--- src/rtl/mtnc_pkg.sv ---
// ----------------------------------------------------------------------------
// mtnc_pkg
// Types, codes and byte classifiers shared by the markup nesting tracker.
// ----------------------------------------------------------------------------
package mtnc_pkg;

  typedef struct packed {
    logic       mode;
    logic [7:0] byte_value;
    logic [7:0] bit_context;
  } in_item_t;

  typedef struct packed {
    logic [23:0] phase_context;
    logic [19:0] shape_context;
  } out_item_t;

  typedef enum logic [1:0] {
    KIND_NONE     = 2'd0,
    KIND_TEMPLATE = 2'd1,
    KIND_TABLE    = 2'd2,
    KIND_LINK     = 2'd3
  } kind_t;

  typedef struct packed {
    kind_t      kind;
    logic [4:0] line_column;
    logic [2:0] signature;
    logic       pipe_seen;
    logic       eq_seen;
  } frame_t;

  typedef enum logic [1:0] {
    OP_NONE = 2'd0,
    OP_PUSH = 2'd1,
    OP_POP  = 2'd2
  } op_t;

  typedef enum logic [2:0] {
    ST_IDLE     = 3'd0,
    ST_APPLY    = 3'd1,
    ST_OP       = 3'd2,
    ST_SCAN_RD  = 3'd3,
    ST_SCAN_CMP = 3'd4,
    ST_FIND_RD  = 3'd5,
    ST_FIND_CMP = 3'd6,
    ST_OUT      = 3'd7
  } state_t;

  // key inputs gathered from the tracker state
  typedef struct packed {
    logic       active;
    logic       compact;
    logic [2:0] tdep;
    logic [2:0] nest;
    logic       nb;
    logic [4:0] line_column;
    logic [2:0] signature;
    logic       pipe_seen;
    logic       eq_seen;
    logic [2:0] pre_cls;
    logic [7:0] bit_context;
  } key_ctx_t;

  localparam int unsigned CFG_ADDR_W = 1;
  localparam int unsigned CFG_DATA_W = 4;
  localparam logic [CFG_ADDR_W-1:0] CFG_TARGET_MASK = 1'b0;
  localparam logic [CFG_ADDR_W-1:0] CFG_COMPACT     = 1'b1;

  localparam logic [4:0] COL_MAX   = 5'd31;
  localparam logic [5:0] TDEPTH_MAX = 6'd63;
  localparam logic [4:0] COL_MID   = 5'd12;

  localparam logic [2:0] SIG_PIPE     = 3'd1;
  localparam logic [2:0] SIG_EQUALS   = 3'd2;
  localparam logic [2:0] SIG_CLOSE_CB = 3'd3;
  localparam logic [2:0] SIG_NEWLINE  = 3'd4;
  localparam logic [2:0] SIG_OPEN_CB  = 3'd5;
  localparam logic [2:0] SIG_OPEN_SQ  = 3'd6;
  localparam logic [2:0] SIG_CLOSE_SQ = 3'd7;

  localparam logic [7:0] CH_NEWLINE = 8'h0A;

  function automatic logic is_open_curly(input logic [7:0] c);
    return (c == 8'h7B) || (c == 8'h50);
  endfunction

  function automatic logic is_close_curly(input logic [7:0] c);
    return (c == 8'h7D) || (c == 8'h52);
  endfunction

  function automatic logic is_pipe(input logic [7:0] c);
    return (c == 8'h7C) || (c == 8'h51);
  endfunction

  function automatic logic is_equals(input logic [7:0] c);
    return (c == 8'h3D) || (c == 8'h4D);
  endfunction

  function automatic logic is_open_square(input logic [7:0] c);
    return c == 8'h5B;
  endfunction

  function automatic logic is_close_square(input logic [7:0] c);
    return c == 8'h5D;
  endfunction

  function automatic logic is_target(input logic [7:0] c, input logic [3:0] mask);
    return (mask[0] && is_pipe(c)) || (mask[1] && is_equals(c)) ||
           (mask[2] && is_close_curly(c)) || (mask[3] && (c == CH_NEWLINE));
  endfunction

  function automatic logic [1:0] col_band(input logic [4:0] col);
    logic [1:0] b;
    if (col == 5'd0) b = 2'd0;
    else if (col <= 5'd2) b = 2'd1;
    else if (col <= COL_MID) b = 2'd2;
    else b = 2'd3;
    return b;
  endfunction

  function automatic logic [2:0] byte_class(input logic [7:0] c);
    logic [2:0] k;
    if (c == 8'h20 || c == 8'h09 || c == 8'h0D || c == CH_NEWLINE) k = 3'd1;
    else if (c >= 8'h30 && c <= 8'h39) k = 3'd2;
    else if ((c >= 8'h41 && c <= 8'h5A) || (c >= 8'h61 && c <= 8'h7A)) k = 3'd3;
    else if (is_pipe(c) || is_equals(c) || is_close_curly(c)) k = 3'd4;
    else k = 3'd5;
    return k;
  endfunction

endpackage

--- src/rtl/mtnc_frame_ram.sv ---
// ----------------------------------------------------------------------------
// mtnc_frame_ram
// Frame stack storage: one write port, one registered read port.
// ----------------------------------------------------------------------------
module mtnc_frame_ram
  import mtnc_pkg::*;
#(
  parameter int unsigned DEPTH = 16,
  parameter int unsigned IDX_W = 4
) (
  input  logic             clk,
  input  logic             wr_en,
  input  logic [IDX_W-1:0] wr_addr,
  input  frame_t           wr_data,
  input  logic             rd_en,
  input  logic [IDX_W-1:0] rd_addr,
  output frame_t           rd_data
);

  frame_t mem [DEPTH];
  frame_t rd_data_r;

  always_ff @(posedge clk) begin
    if (wr_en) begin
      mem[wr_addr] <= wr_data;
    end
  end

  always_ff @(posedge clk) begin
    if (rd_en) begin
      rd_data_r <= mem[rd_addr];
    end
  end

  assign rd_data = rd_data_r;

endmodule

--- src/rtl/mtnc_key.sv ---
// ----------------------------------------------------------------------------
// mtnc_key
// Builds the phase and shape context keys from the tracker state.
// ----------------------------------------------------------------------------
module mtnc_key
  import mtnc_pkg::*;
(
  input  key_ctx_t  ctx,
  output out_item_t keys
);

  logic [1:0]  lb;
  logic [11:0] skey;
  logic [15:0] fkey;
  logic [7:0]  ckey;
  logic [1:0]  ph;

  always_comb begin
    lb   = col_band(ctx.line_column);
    skey = ((({9'd0, ctx.tdep} * 12'd8 + {9'd0, ctx.nest}) * 12'd4 + {10'd0, lb})
            * 12'd9) + {9'd0, ctx.signature};
    fkey = (({3'd0, skey, ctx.pipe_seen} * 16'd2 + {15'd0, ctx.eq_seen}) * 16'd6)
           + {13'd0, ctx.pre_cls};
    ph   = ctx.pipe_seen ? (ctx.eq_seen ? 2'd2 : 2'd1) : 2'd0;
    ckey = (({7'd0, ctx.nb} * 8'd3 + {6'd0, ph}) * 8'd4 + {6'd0, lb}) * 8'd6
           + {5'd0, ctx.pre_cls};

    keys = '0;
    if (ctx.active) begin
      if (ctx.compact) begin
        keys.phase_context = {8'd0, ckey, 8'd0} + {16'd0, ctx.bit_context};
      end else begin
        keys.phase_context = {fkey, 8'd0} + {16'd0, ctx.bit_context};
        keys.shape_context = {skey, 8'd0} + {12'd0, ctx.bit_context};
      end
    end
  end

endmodule

--- src/rtl/markup_template_nesting_context.sv ---
// ----------------------------------------------------------------------------
// markup_template_nesting_context
// Template/table/link nesting tracker producing two context keys per item.
// ----------------------------------------------------------------------------
// Usage:
//   in_*  : one transaction per bit step (mode 0) or completed byte (mode 1).
//   out_* : one transaction per input, phase and shape context keys.
//   cfg_* : register writes, only while the block is idle.
// Steps from input accept to the output register:
//   bit step                 : ST_OUT
//   byte, no stack change    : ST_APPLY, ST_OP, ST_OUT (also push)
//   byte that pops           : as above, plus a read and a compare per frame
//                              scanned for the match and per frame scanned
//                              for the next template, before ST_OUT.
// One item at a time, taken the cycle after the result is loaded. The pop
// scan walks the frame memory's single read port one frame at a time, with
// a read state and a compare state per frame.
// Reset (synchronous, rst_n low) empties the stack, clears the history and
// sets the target mask to all ones. A stalled output holds its result; the
// block then waits with in_stall high until the output register frees.
// ----------------------------------------------------------------------------
module markup_template_nesting_context
  import mtnc_pkg::*;
#(
  parameter int unsigned STACK_DEPTH = 16
) (
  input  logic                  clk,
  input  logic                  rst_n,
  input  logic                  in_valid,
  output logic                  in_stall,
  input  in_item_t              in_data,
  output logic                  out_valid,
  input  logic                  out_stall,
  output out_item_t             out_data,
  input  logic                  cfg_we,
  input  logic [CFG_ADDR_W-1:0] cfg_addr,
  input  logic [CFG_DATA_W-1:0] cfg_wdata
);

  localparam int unsigned IDX_W = (STACK_DEPTH > 1) ? $clog2(STACK_DEPTH) : 1;
  localparam int unsigned CNT_W = $clog2(STACK_DEPTH + 1);
  localparam int unsigned SUB_W = (CNT_W > 6) ? CNT_W : 6;

  state_t           st_r, st_nxt;
  in_item_t         item_r, item_nxt;
  logic [7:0]       last_r, last_nxt;
  logic [7:0]       prev_r, prev_nxt;
  logic [1:0]       bsat_r, bsat_nxt;
  logic             target_r, target_nxt;
  logic [CNT_W-1:0] count_r, count_nxt;
  logic [5:0]       tdepth_r, tdepth_nxt;
  logic             top_valid_r, top_valid_nxt;
  logic [IDX_W-1:0] top_idx_r, top_idx_nxt;
  frame_t           cache_r, cache_nxt;
  op_t              op_r, op_nxt;
  kind_t            op_kind_r, op_kind_nxt;
  logic [IDX_W-1:0] ptr_r, ptr_nxt;
  logic [CNT_W-1:0] tcnt_r, tcnt_nxt;
  logic             first_r, first_nxt;
  logic             top_tmpl_r, top_tmpl_nxt;
  logic             out_valid_r, out_valid_nxt;
  out_item_t        out_data_r, out_data_nxt;
  logic [3:0]       mask_r;
  logic             compact_r;

  logic             wr_en;
  logic [IDX_W-1:0] wr_addr;
  frame_t           wr_data;
  logic             rd_en;
  frame_t           rd_data;

  key_ctx_t         ctx;
  out_item_t        keys;

  logic [7:0]       c;
  frame_t           upd;
  frame_t           fresh;
  logic [CNT_W-1:0] match;
  logic             top_is_tmpl;
  logic [SUB_W-1:0] sub_a, sub_b;
  logic [6:0]       cnt_ext;

  mtnc_frame_ram #(
    .DEPTH (STACK_DEPTH),
    .IDX_W (IDX_W)
  ) u_ram (
    .clk     (clk),
    .wr_en   (wr_en),
    .wr_addr (wr_addr),
    .wr_data (wr_data),
    .rd_en   (rd_en),
    .rd_addr (ptr_r),
    .rd_data (rd_data)
  );

  mtnc_key u_key (
    .ctx  (ctx),
    .keys (keys)
  );

  always_ff @(posedge clk) begin
    if (!rst_n) begin
      st_r <= ST_IDLE;
    end else begin
      st_r <= st_nxt;
    end
  end

  always_ff @(posedge clk) begin
    if (!rst_n) begin
      last_r      <= '0;
      prev_r      <= '0;
      bsat_r      <= '0;
      target_r    <= 1'b0;
      count_r     <= '0;
      tdepth_r    <= '0;
      top_valid_r <= 1'b0;
      out_valid_r <= 1'b0;
      mask_r      <= 4'hF;
      compact_r   <= 1'b0;
    end else begin
      last_r      <= last_nxt;
      prev_r      <= prev_nxt;
      bsat_r      <= bsat_nxt;
      target_r    <= target_nxt;
      count_r     <= count_nxt;
      tdepth_r    <= tdepth_nxt;
      top_valid_r <= top_valid_nxt;
      out_valid_r <= out_valid_nxt;
      if (cfg_we) begin
        case (cfg_addr)
          CFG_TARGET_MASK: mask_r <= cfg_wdata;
          CFG_COMPACT:     compact_r <= cfg_wdata[0];
          default:         mask_r <= mask_r;
        endcase
      end
    end
  end

  always_ff @(posedge clk) begin
    item_r     <= item_nxt;
    top_idx_r  <= top_idx_nxt;
    cache_r    <= cache_nxt;
    op_r       <= op_nxt;
    op_kind_r  <= op_kind_nxt;
    ptr_r      <= ptr_nxt;
    tcnt_r     <= tcnt_nxt;
    first_r    <= first_nxt;
    top_tmpl_r <= top_tmpl_nxt;
    out_data_r <= out_data_nxt;
  end

  // key context from current state
  always_comb begin
    cnt_ext         = 7'(count_r);
    ctx.active      = top_valid_r && (tdepth_r != 6'd0) && target_r;
    ctx.compact     = compact_r;
    ctx.tdep        = (tdepth_r > 6'd7) ? 3'd7 : tdepth_r[2:0];
    ctx.nest        = (cnt_ext > 7'd8) ? 3'd7 : 3'(cnt_ext - 7'd1);
    ctx.nb          = tdepth_r > 6'd1;
    ctx.line_column = cache_r.line_column;
    ctx.signature   = cache_r.signature;
    ctx.pipe_seen   = cache_r.pipe_seen;
    ctx.eq_seen     = cache_r.eq_seen;
    ctx.pre_cls     = (bsat_r <= 2'd1) ? 3'd0 : byte_class(prev_r);
    ctx.bit_context = item_r.bit_context;
  end

  always_comb begin
    st_nxt        = st_r;
    item_nxt      = item_r;
    last_nxt      = last_r;
    prev_nxt      = prev_r;
    bsat_nxt      = bsat_r;
    target_nxt    = target_r;
    count_nxt     = count_r;
    tdepth_nxt    = tdepth_r;
    top_valid_nxt = top_valid_r;
    top_idx_nxt   = top_idx_r;
    cache_nxt     = cache_r;
    op_nxt        = op_r;
    op_kind_nxt   = op_kind_r;
    ptr_nxt       = ptr_r;
    tcnt_nxt      = tcnt_r;
    first_nxt     = first_r;
    top_tmpl_nxt  = top_tmpl_r;
    out_data_nxt  = out_data_r;
    out_valid_nxt = out_valid_r && out_stall;
    in_stall      = 1'b1;
    wr_en         = 1'b0;
    wr_addr       = top_idx_r;
    wr_data       = cache_r;
    rd_en         = 1'b0;
    match         = count_r;
    top_is_tmpl   = top_tmpl_r;
    sub_a         = '0;
    sub_b         = '0;

    c = item_r.byte_value;

    // top template frame after this byte
    upd = cache_r;
    if (c == CH_NEWLINE) begin
      upd.line_column = '0;
      upd.signature   = SIG_NEWLINE;
      upd.pipe_seen   = 1'b0;
      upd.eq_seen     = 1'b0;
    end else begin
      if (cache_r.line_column < COL_MAX) upd.line_column = cache_r.line_column + 5'd1;
      if (is_pipe(c)) begin
        upd.signature = SIG_PIPE;
        upd.pipe_seen = 1'b1;
        upd.eq_seen   = 1'b0;
      end else if (is_equals(c)) begin
        upd.signature = SIG_EQUALS;
        if (cache_r.pipe_seen) upd.eq_seen = 1'b1;
      end else if (is_close_curly(c)) begin
        upd.signature = SIG_CLOSE_CB;
      end else if (is_open_curly(c)) begin
        upd.signature = SIG_OPEN_CB;
      end else if (is_open_square(c)) begin
        upd.signature = SIG_OPEN_SQ;
      end else if (is_close_square(c)) begin
        upd.signature = SIG_CLOSE_SQ;
      end
    end

    fresh      = '0;
    fresh.kind = op_kind_r;

    case (st_r)
      ST_IDLE: begin
        in_stall = 1'b0;
        if (in_valid) begin
          item_nxt = in_data;
          st_nxt   = in_data.mode ? ST_APPLY : ST_OUT;
        end
      end
      ST_APPLY: begin
        prev_nxt   = last_r;
        last_nxt   = c;
        target_nxt = is_target(c, mask_r);
        if (bsat_r != 2'd3) bsat_nxt = bsat_r + 2'd1;
        if (top_valid_r) begin
          cache_nxt = upd;
          wr_en     = 1'b1;
          wr_addr   = top_idx_r;
          wr_data   = upd;
        end
        op_nxt      = OP_NONE;
        op_kind_nxt = KIND_NONE;
        if (bsat_r != 2'd0) begin
          if (is_open_curly(last_r) && is_open_curly(c)) begin
            op_nxt = OP_PUSH; op_kind_nxt = KIND_TEMPLATE;
          end else if (is_open_curly(last_r) && is_pipe(c)) begin
            op_nxt = OP_PUSH; op_kind_nxt = KIND_TABLE;
          end else if (is_open_square(last_r) && is_open_square(c)) begin
            op_nxt = OP_PUSH; op_kind_nxt = KIND_LINK;
          end else if (is_close_curly(last_r) && is_close_curly(c)) begin
            op_nxt = OP_POP; op_kind_nxt = KIND_TEMPLATE;
          end else if (is_pipe(last_r) && is_close_curly(c)) begin
            op_nxt = OP_POP; op_kind_nxt = KIND_TABLE;
          end else if (is_close_square(last_r) && is_close_square(c)) begin
            op_nxt = OP_POP; op_kind_nxt = KIND_LINK;
          end
        end
        st_nxt = ST_OP;
      end
      ST_OP: begin
        st_nxt = ST_OUT;
        case (op_r)
          OP_PUSH: begin
            if (count_r < CNT_W'(STACK_DEPTH)) begin
              wr_en     = 1'b1;
              wr_addr   = IDX_W'(count_r);
              wr_data   = fresh;
              count_nxt = count_r + CNT_W'(1);
              if (op_kind_r == KIND_TEMPLATE) begin
                if (tdepth_r < TDEPTH_MAX) tdepth_nxt = tdepth_r + 6'd1;
                top_idx_nxt   = IDX_W'(count_r);
                top_valid_nxt = 1'b1;
                cache_nxt     = fresh;
              end
            end
          end
          OP_POP: begin
            if (count_r != '0) begin
              ptr_nxt   = IDX_W'(count_r - CNT_W'(1));
              tcnt_nxt  = '0;
              first_nxt = 1'b1;
              st_nxt    = ST_SCAN_RD;
            end
          end
          default: st_nxt = ST_OUT;
        endcase
      end
      ST_SCAN_RD: begin
        rd_en  = 1'b1;
        st_nxt = ST_SCAN_CMP;
      end
      ST_SCAN_CMP: begin
        tcnt_nxt     = tcnt_r + CNT_W'(rd_data.kind == KIND_TEMPLATE);
        top_is_tmpl  = first_r ? (rd_data.kind == KIND_TEMPLATE) : top_tmpl_r;
        top_tmpl_nxt = top_is_tmpl;
        first_nxt    = 1'b0;
        if (rd_data.kind == op_kind_r || ptr_r == '0) begin
          if (rd_data.kind == op_kind_r) begin
            match = CNT_W'(ptr_r);
            sub_a = SUB_W'(tdepth_r);
            sub_b = SUB_W'(tcnt_nxt);
            tdepth_nxt = (sub_b >= sub_a) ? 6'd0 : 6'(sub_a - sub_b);
          end else begin
            match = count_r - CNT_W'(1);
            if (top_is_tmpl && tdepth_r != 6'd0) tdepth_nxt = tdepth_r - 6'd1;
          end
          count_nxt = match;
          st_nxt    = ST_OUT;
          if (top_valid_r && (CNT_W'(top_idx_r) >= match)) begin
            top_valid_nxt = 1'b0;
            if (match != '0) begin
              ptr_nxt = IDX_W'(match - CNT_W'(1));
              st_nxt  = ST_FIND_RD;
            end
          end
        end else begin
          ptr_nxt = ptr_r - IDX_W'(1);
          st_nxt  = ST_SCAN_RD;
        end
      end
      ST_FIND_RD: begin
        rd_en  = 1'b1;
        st_nxt = ST_FIND_CMP;
      end
      ST_FIND_CMP: begin
        if (rd_data.kind == KIND_TEMPLATE) begin
          top_idx_nxt   = ptr_r;
          top_valid_nxt = 1'b1;
          cache_nxt     = rd_data;
          st_nxt        = ST_OUT;
        end else if (ptr_r == '0) begin
          st_nxt = ST_OUT;
        end else begin
          ptr_nxt = ptr_r - IDX_W'(1);
          st_nxt  = ST_FIND_RD;
        end
      end
      ST_OUT: begin
        if (!out_valid_r || !out_stall) begin
          out_data_nxt  = keys;
          out_valid_nxt = 1'b1;
          st_nxt        = ST_IDLE;
        end
      end
      default: st_nxt = ST_IDLE;
    endcase
  end

  assign out_valid = out_valid_r;
  assign out_data  = out_data_r;

endmodule

--- config.mk ---
export PLATFORM = sky130hd
export DESIGN_NAME = markup_template_nesting_context
export DESIGN_NICKNAME = d
export VERILOG_FILES = /design/src/rtl/mtnc_pkg.sv /design/src/rtl/mtnc_frame_ram.sv /design/src/rtl/mtnc_key.sv /design/src/rtl/markup_template_nesting_context.sv
export SDC_FILE = /design/constraint.sdc
export NUM_CORES = 1
export LEC_CHECK = 0
export ABC_CLOCK_PERIOD_IN_PS = 6950
export BUFFER_PORTS_ARGS = -buffer_cell sky130_fd_sc_hd__buf_2
export CORE_MARGIN = 2
export CORE_UTILIZATION = 35
export DETAILED_ROUTE_END_ITERATION = 16
export PLACE_DENSITY = 0.46
export SLEW_MARGIN = 25
export SYNTH_ARGS = -nofsm -noshare
export SYNTH_HDL_FRONTEND = slang
export SYNTH_SLANG_ARGS = --single-unit
export TNS_END_PERCENT = 100
--- constraint.sdc ---
create_clock -name clk -period 6.95 [get_ports clk]
set_input_delay 1.39 -clock clk [delete_from_list [all_inputs] [get_ports clk]]
set_output_delay 1.39 -clock clk [all_outputs]
set_load 0.01 [all_outputs]
== Yosys cells after proc, flatten, opt, wreduce, memory -nomap -nowiden ==
Memories as Yosys holds them, arrays and structs flattened. A register that Yosys moved wholly into a read port is not among the register bits.
Cells that the tools add are included.
Word-level totals
  register bits: 131
  memory bits (writable): 192
  output and inout bits: 46
  memories: 1
Memory list
  u_ram.mem: words 16, width 12, read ports 1, clocked after Yosys merged registers in 1, wr ports 1, RTL line mtnc_frame_ram.sv:20  | frame_t mem [DEPTH];
Cells by class
  add/subtract/negate cells: 22
  multipliers: 4
  magnitude comparators: 17
  equality and inequality tests: 58
  multiplexer cells: 113
  bitwise operators: 3
  reduce and logical (&&, ||, !) cells: 69
Operators by type and width (number)
  8-bit by 7-bit == test with 1-bit output (second input constant): 22
  12-bit two-way mux: 6
  4-bit two-way mux: 14
  3-bit two-way mux: 18
  6-bit two-way mux: 8
  5-bit two-way mux: 9
  12-bit case mux with 3 select lines: 1
  8-bit by 4-bit == test with 1-bit output (second input constant): 4
  2-bit two-way mux: 16
  1-bit two-way mux: 28
  2-bit != test (second input constant): 13
  24-bit by 8-bit adder with 24-bit output: 1
  8-bit by 6-bit == test with 1-bit output (second input constant): 3
  24-bit two-way mux: 1
  12-bit case mux with 2 select lines: 1
  3-bit case mux with 8 select lines: 1
  1-bit logical OR: 21
  7-bit AND reduction: 3
  20-bit by 8-bit adder with 20-bit output: 1
  10-bit two-way mux: 2
  5-bit case mux with 2 select lines: 2
  1-bit logical AND: 18
  16-bit by 8-bit adder with 17-bit output: 1
  16-bit by 3-bit adder with 16-bit output: 1
  other kinds (62): 91

== Depth between registers and ports, before layout ==
  depth after elaboration: 12
  depth in mapped cells: 24
  mapped depth without buffers: 22

== Cells and area by module ==
A second synthesis with hierarchy kept.
Second synthesis, totals
  cell total of the unflattened synthesis: 1373
  area, all modules: 17381.7 um^2
By module, submodules not included
  mtnc_frame_ram: times used 1, cells an instance 329, area each 7719.9 um^2, sequential area each 6125.9 um^2
  markup_template_nesting_context: times used 1, cells an instance 732, area each 7305.8 um^2, sequential area each 3533.4 um^2
  mtnc_key: times used 1, cells an instance 312, area each 2356.0 um^2, sequential area each 0.0 um^2

== Worst setup path before layout ==
Ideal clock, no wire load.
  path type: register to register
  start: register cache_r[5] (netlist name)
  end: register out_data_r, in the netlist out_data[42] (data pin)
  setup time: 0.255 ns
  data arrival time: 5.000 ns
  data required time: 6.695 ns
  slack: 1.695 ns
  stages on the path, launching flop included: 22
  path buffers: 0
  period minus slack after synthesis: 5.255 ns
  cell sequence: edfxtp_1 > inv_1 > ha_1 > o21ai_0 > ha_1 > ha_1 > fa_1 > a21o_1 > and2_1 > xnor2_2 > inv_2 > ha_1 > a21oi_1 > nand2_1 > o41ai_1 > a21oi_1 > a2111oi_0 > o21bai_1 > xor2_1 > nor3_1 > xnor2_1 > and2_1
On the way
  word-level cells in the longest chain between the ends: 12
  elaborated cells on any way between the ends: 14
  classes of those cells: add/sub (5); mul (2); order compare (2); mux (4); reduce/logical (1)
Ends and longest elaborated chain
  start, declared: RTL line markup_template_nesting_context.sv:54  | frame_t cache_r, cache_nxt;
  start signal, assigned: RTL line markup_template_nesting_context.sv:143  | cache_r <= cache_nxt;
  5-bit by 4-bit <= comparator with 1-bit output: RTL line mtnc_pkg.sv:117  | else if (col <= COL_MID) b = 2'd2;
  1-bit two-way mux: RTL line mtnc_pkg.sv:117
  2-bit two-way mux: RTL line mtnc_pkg.sv:116  | else if (col <= 5'd2) b = 2'd1;
  2-bit two-way mux *: RTL line mtnc_pkg.sv:115  | if (col == 5'd0) b = 2'd0;
  12-bit by 2-bit adder with 12-bit output *: RTL line mtnc_key.sv:20  | skey = ((({9'd0, ctx.tdep} * 12'd8 + {9'd0, ctx.nest}) * 12'd4 + {10'd0, lb})
  12-bit by 4-bit multiplier with 12-bit output *: RTL line mtnc_key.sv:21  | * 12'd9) + {9'd0, ctx.signature};
  12-bit by 3-bit adder with 12-bit output *: RTL line mtnc_key.sv:21
  named net u_key.skey[5]: RTL line mtnc_key.sv:13  | logic [11:0] skey;
  14-bit by 1-bit adder with 15-bit output *: RTL line mtnc_key.sv:22  | fkey = (({3'd0, skey, ctx.pipe_seen} * 16'd2 + {15'd0, ctx.eq_seen}) * 16'd6)
  16-bit by 2-bit multiplier with 15-bit output *: RTL line mtnc_key.sv:22
  16-bit by 3-bit adder with 16-bit output *: RTL line mtnc_key.sv:23  | + {13'd0, ctx.pre_cls};
  24-bit by 8-bit adder with 24-bit output *: RTL line mtnc_key.sv:33  | keys.phase_context = {fkey, 8'd0} + {16'd0, ctx.bit_context};
  24-bit two-way mux *: RTL line mtnc_key.sv:30  | if (ctx.compact) begin
  end signal, assigned: RTL line markup_template_nesting_context.sv:150  | out_data_r <= out_data_nxt;
  end, declared: RTL line markup_template_nesting_context.sv:62  | out_item_t out_data_r, out_data_nxt;
The timed path passes the listed nets; every way through them passes the cells marked *.
A chain may end at the register's enable or synchronous reset.

== Final worst setup path ==
Same ends and word-level chain as after synthesis.

==> flow_summary.toml <==
[grt]
first_global_vias = 10516
grt_usage_pct = 16.4
grt_start_max_net_pins = 49
antenna_found_initial = 0
grt_first_pass_wirelength_mm = 62.1
gr-total-overflow = 0

[pwr]
internal-power_w = 0.00612
power.density_mw_per_mm2 = 543
p_sw_w = 0.00429
leakagePower_nw = 6.48
pwr-share-clk_pct = 20.6
swShare_pct = 41.2
max_rail_drop_vdd_mv = 0.380
seq_pwr_share_pct = 25.4
power_frac_comb_pct = 53.9

[clock_network]
cts_hold_repair.buffers = 0
post_cts_resize_count = 0
cts_buffer_depth = 3
h_tree_levels = 2
cts_made_buffers = 40
tritoncts = "done"
post_cts_setup_bufs = 0
clk_pin_slew_worst_paths_ns = 0.05
cts_sinks = 335
clock_network_latency_to_the_later_pin_of_the_worst_skew_pair_ns = 0.56
clock_root_buffer_master = "clkbuf_16"

[sta]
min_period_over_period_pct = 86.0
fmaxAchievable_mhz = 167
grt_setup_unrepaired = "no"
layout_setup_ws_ns = 0.971
tns_ns = 0
final_hold_viol_count = 0
slew_headroom_pct = 31.1
maxSlewViolCount = 0
tightest_slew_ns = 1.03
min_period_ns = 5.98
setup_viol_count_final = 0
fin_worst_skew_ns = 0.0127

[routing]
detail_route.first_pass.iterations = 5
wire_per_inst_um = 19.7
via_count = 10427
detail-route-antenna-nets = 0
detail_route.iter0.violations = 577
detail_route.wirelength_mm = 39.8
remaining_drc_errors = 0
drt-vias-per-instance = 5.16

[worst_setup_path]
worst_ep_required_time_ns = 7.26
critical_path.startpoint_type = "register"
path_max_fanout = 7
worstReg2RegStart = "cache_r[5]"
r2r_cells = 21
worstSetupPathType = "register to register"
crit_path_end_kind = "register"
critPathArrivalTime_ns = 6.29
timing.reg2reg.setup_slack_ns = 0.97
reg2reg_to = "out_data[42]"

[synth]
post_synth_mux_area_share_pct = 8.72
synth_area_leader_cell = "edfxtp_1"
synth_compound_gate_area_share_pct = 9.89
synth.cell_area_sq_mm = 0.0167
syn-num-nets = 1404
synthAdderAreaFrac_pct = 5.80
yosys_most_used_dff = "edfxtp_1"
synthesis.area_per_instance_sq_um = 12.8
synth-async-reset-ratio_pct = 0
synth_area_leaders = "edfxtp_1 53%, mux4_2 8.1%, ha_1 5.0%"
yosysTopAreaCellShare_pct = 53.2
combinational_family_with_the_most_area_after_synthesis = "simple AND/OR/NAND/NOR gates"
synth-edff-count = 295
number_of_distinct_library_cell_variants_in_the_gate_level_netlist_after_synthesis = 72
seq_total_area_yosys_pct = 58.0
netlist_instances = 1304
yosys.area_share.simple_pct = 11.7
yosysWarningCount = 0
yosys.area_share.xor_xnor_pct = 3.38
synth_seq_cells = 335

[cells_and_area]
final_layout_size_suffix_gt1_share_pct = 17.6
final_util_pct = 41.0
syn_to_final_growth_pct = 15.0
final_cell_area_sq_mm = 0.0192
stdcell_count = 2020
layout_net_count = 1481

[die]
core_sq_mm = 0.0468
design.die.area_sq_mm = 0.0493
start_util_pct = 35.6
rows = 79
die_width_um = 222
num_io_pins = 73
die-height_um = 222

[run]
max-cap-violations = 0

[placement]
finalWeightedCongestion = 0.822
place.detailed.instances = 1946
dp_hpwl_mm = 26.6
placement.io_buffers = 72
place_ws_ns = 0.936
placed_area_sq_mm = 0.0178

[hold_path]
holdCritPathClass = "register to register"
hold_depth = 2
min_delay_worst_endpoint = "last_r[7]"
hold_start = "last_r[7]"

[outcome]
run_status = "finished, final reports clean"
==> area by class of cell <==
| class | count | area [sq um] |
|---|---|---|
| multi-input cells | 861 | 6650 |
| well taps | 607 | 759 |
| clock inverters | 23 | 298 |
| diodes | 1 | 2.50 |
| flip-flops and latches | 335 | 9660 |
| inverters | 47 | 181 |
| fillers | 4380 | 27600 |
| repair buffers | 96 | 544 |
| clock buffers | 50 | 1060 |
==> metrics by stage <==
| step | hold slack, ns | power, W |
|---|---|---|
| floorplan | 0.442 | 0.00724 |
| global placement | 0.473 | 0.00833 |
| detailed placement | 0.477 | 0.00833 |
| CTS | 0.485 | 0.0105 |
| global route | 0.507 | 0.0113 |
| finish | 0.484 | 0.0104 |
==> routing by layer <==
layer / global-route usage [%] / wire [um] / up-vias
met2: 27.8 / 19700 / 203
met5: 0 / 0 / -
met1: 21.3 / 17600 / 5082
li1: - / - / 5080
met3: 2.61 / 1600 / 62
met4: 5.45 / 927 / 0
==> cell usage in the layout (no fill, tap or decap), drive strengths merged, types with 32 or more instances in the layout <==
cell type,netlist,layout
buf,11,96
a21oi,45,45
clkbuf,50,50
dfxtp,40,40
edfxtp,295,295
inv,46,46
nor2,101,101
ha,66,66
o21ai,80,80
nand3,38,38
mux4,60,60
xnor2,40,40
nor2b,32,32
nand2,114,114
==> cell families after synthesis <==
group | count (synthesis)
multiplexers | 70
buffers and inverters | 108
flip-flops | 335
adder cells (fa/ha/maj) | 73
XOR/XNOR | 61
AO/OA/AOI/OAI | 256
AND/OR/NAND/NOR | 401
==> cells in the mapped netlist (all sizes together) (13+ instances only) <==
cell,count
nand2b,15
nor2b,32
ha,66
edfxtp,295
dfxtp,40
a21oi,45
a211oi,13
nor2,101
xor2,20
a31oi,13
nor3,25
mux4,60
inv,46
a21boi,25
and2,26
o21ai,80
clkbuf,50
nand2,114
nand3,38
xnor2,40
==> state kept, by name (all words and copies together), names as in the netlist, 6 cells and up <==
signal         flops
last_r             8
ctx                8
u_ram.mem        192
c                  8
u_ram.rd_data     12
tdepth_r           6
out_data          44
cache_r           12
prev_r             8
==> worst max-delay path, cell delays in order, from the launching register on <==
cell and delay [ns]:
edfxtp_1 0.45, inv_1 0.09, ha_1 0.21, o21ai_0 0.62, ha_1 0.37, ha_1 0.24
fa_1 0.41, a21o_1 0.20, and2_1 0.18, xnor2_2 0.34, inv_2 0.10, ha_1 0.33
a21oi_1 0.23, nand2_1 0.08, o41ai_1 0.12, a21oi_1 0.14, a2111oi_0 0.57, o21bai_1 0.21
xor2_1 0.41, nor3_1 0.12, xnor2_1 0.14, and2_1 0.16
==> power by group through the flow <==
stage,Sequential [W],Combinational [W],Clock (W)
6_report,0.00265,0.00561,0.00215
5_1_grt,0.00267,0.00637,0.00229
4_1_cts,0.00265,0.00566,0.00222
3_3_place_gp,0.00269,0.00564,0
3_5_place_dp,0.00269,0.00564,0
2_1_floorplan,0.00261,0.00463,0
==> worst max path at each step <==
stage	from	endpoint	cells after the start	slack, ns
after floorplan	cache_r[5]	out_data[42]	21	1.70
after global placement	cache_r[5]	out_data[42]	21	1.08
after detailed placement	cache_r[5]	out_data[42]	21	0.94
after CTS	cache_r[5]	out_data[42]	19	0.91
after global routing	cache_r[5]	out_data[42]	21	0.29
final	cache_r[5]	out_data[42]	21	0.97
Note: power is estimated with default switching activity, not from simulation.
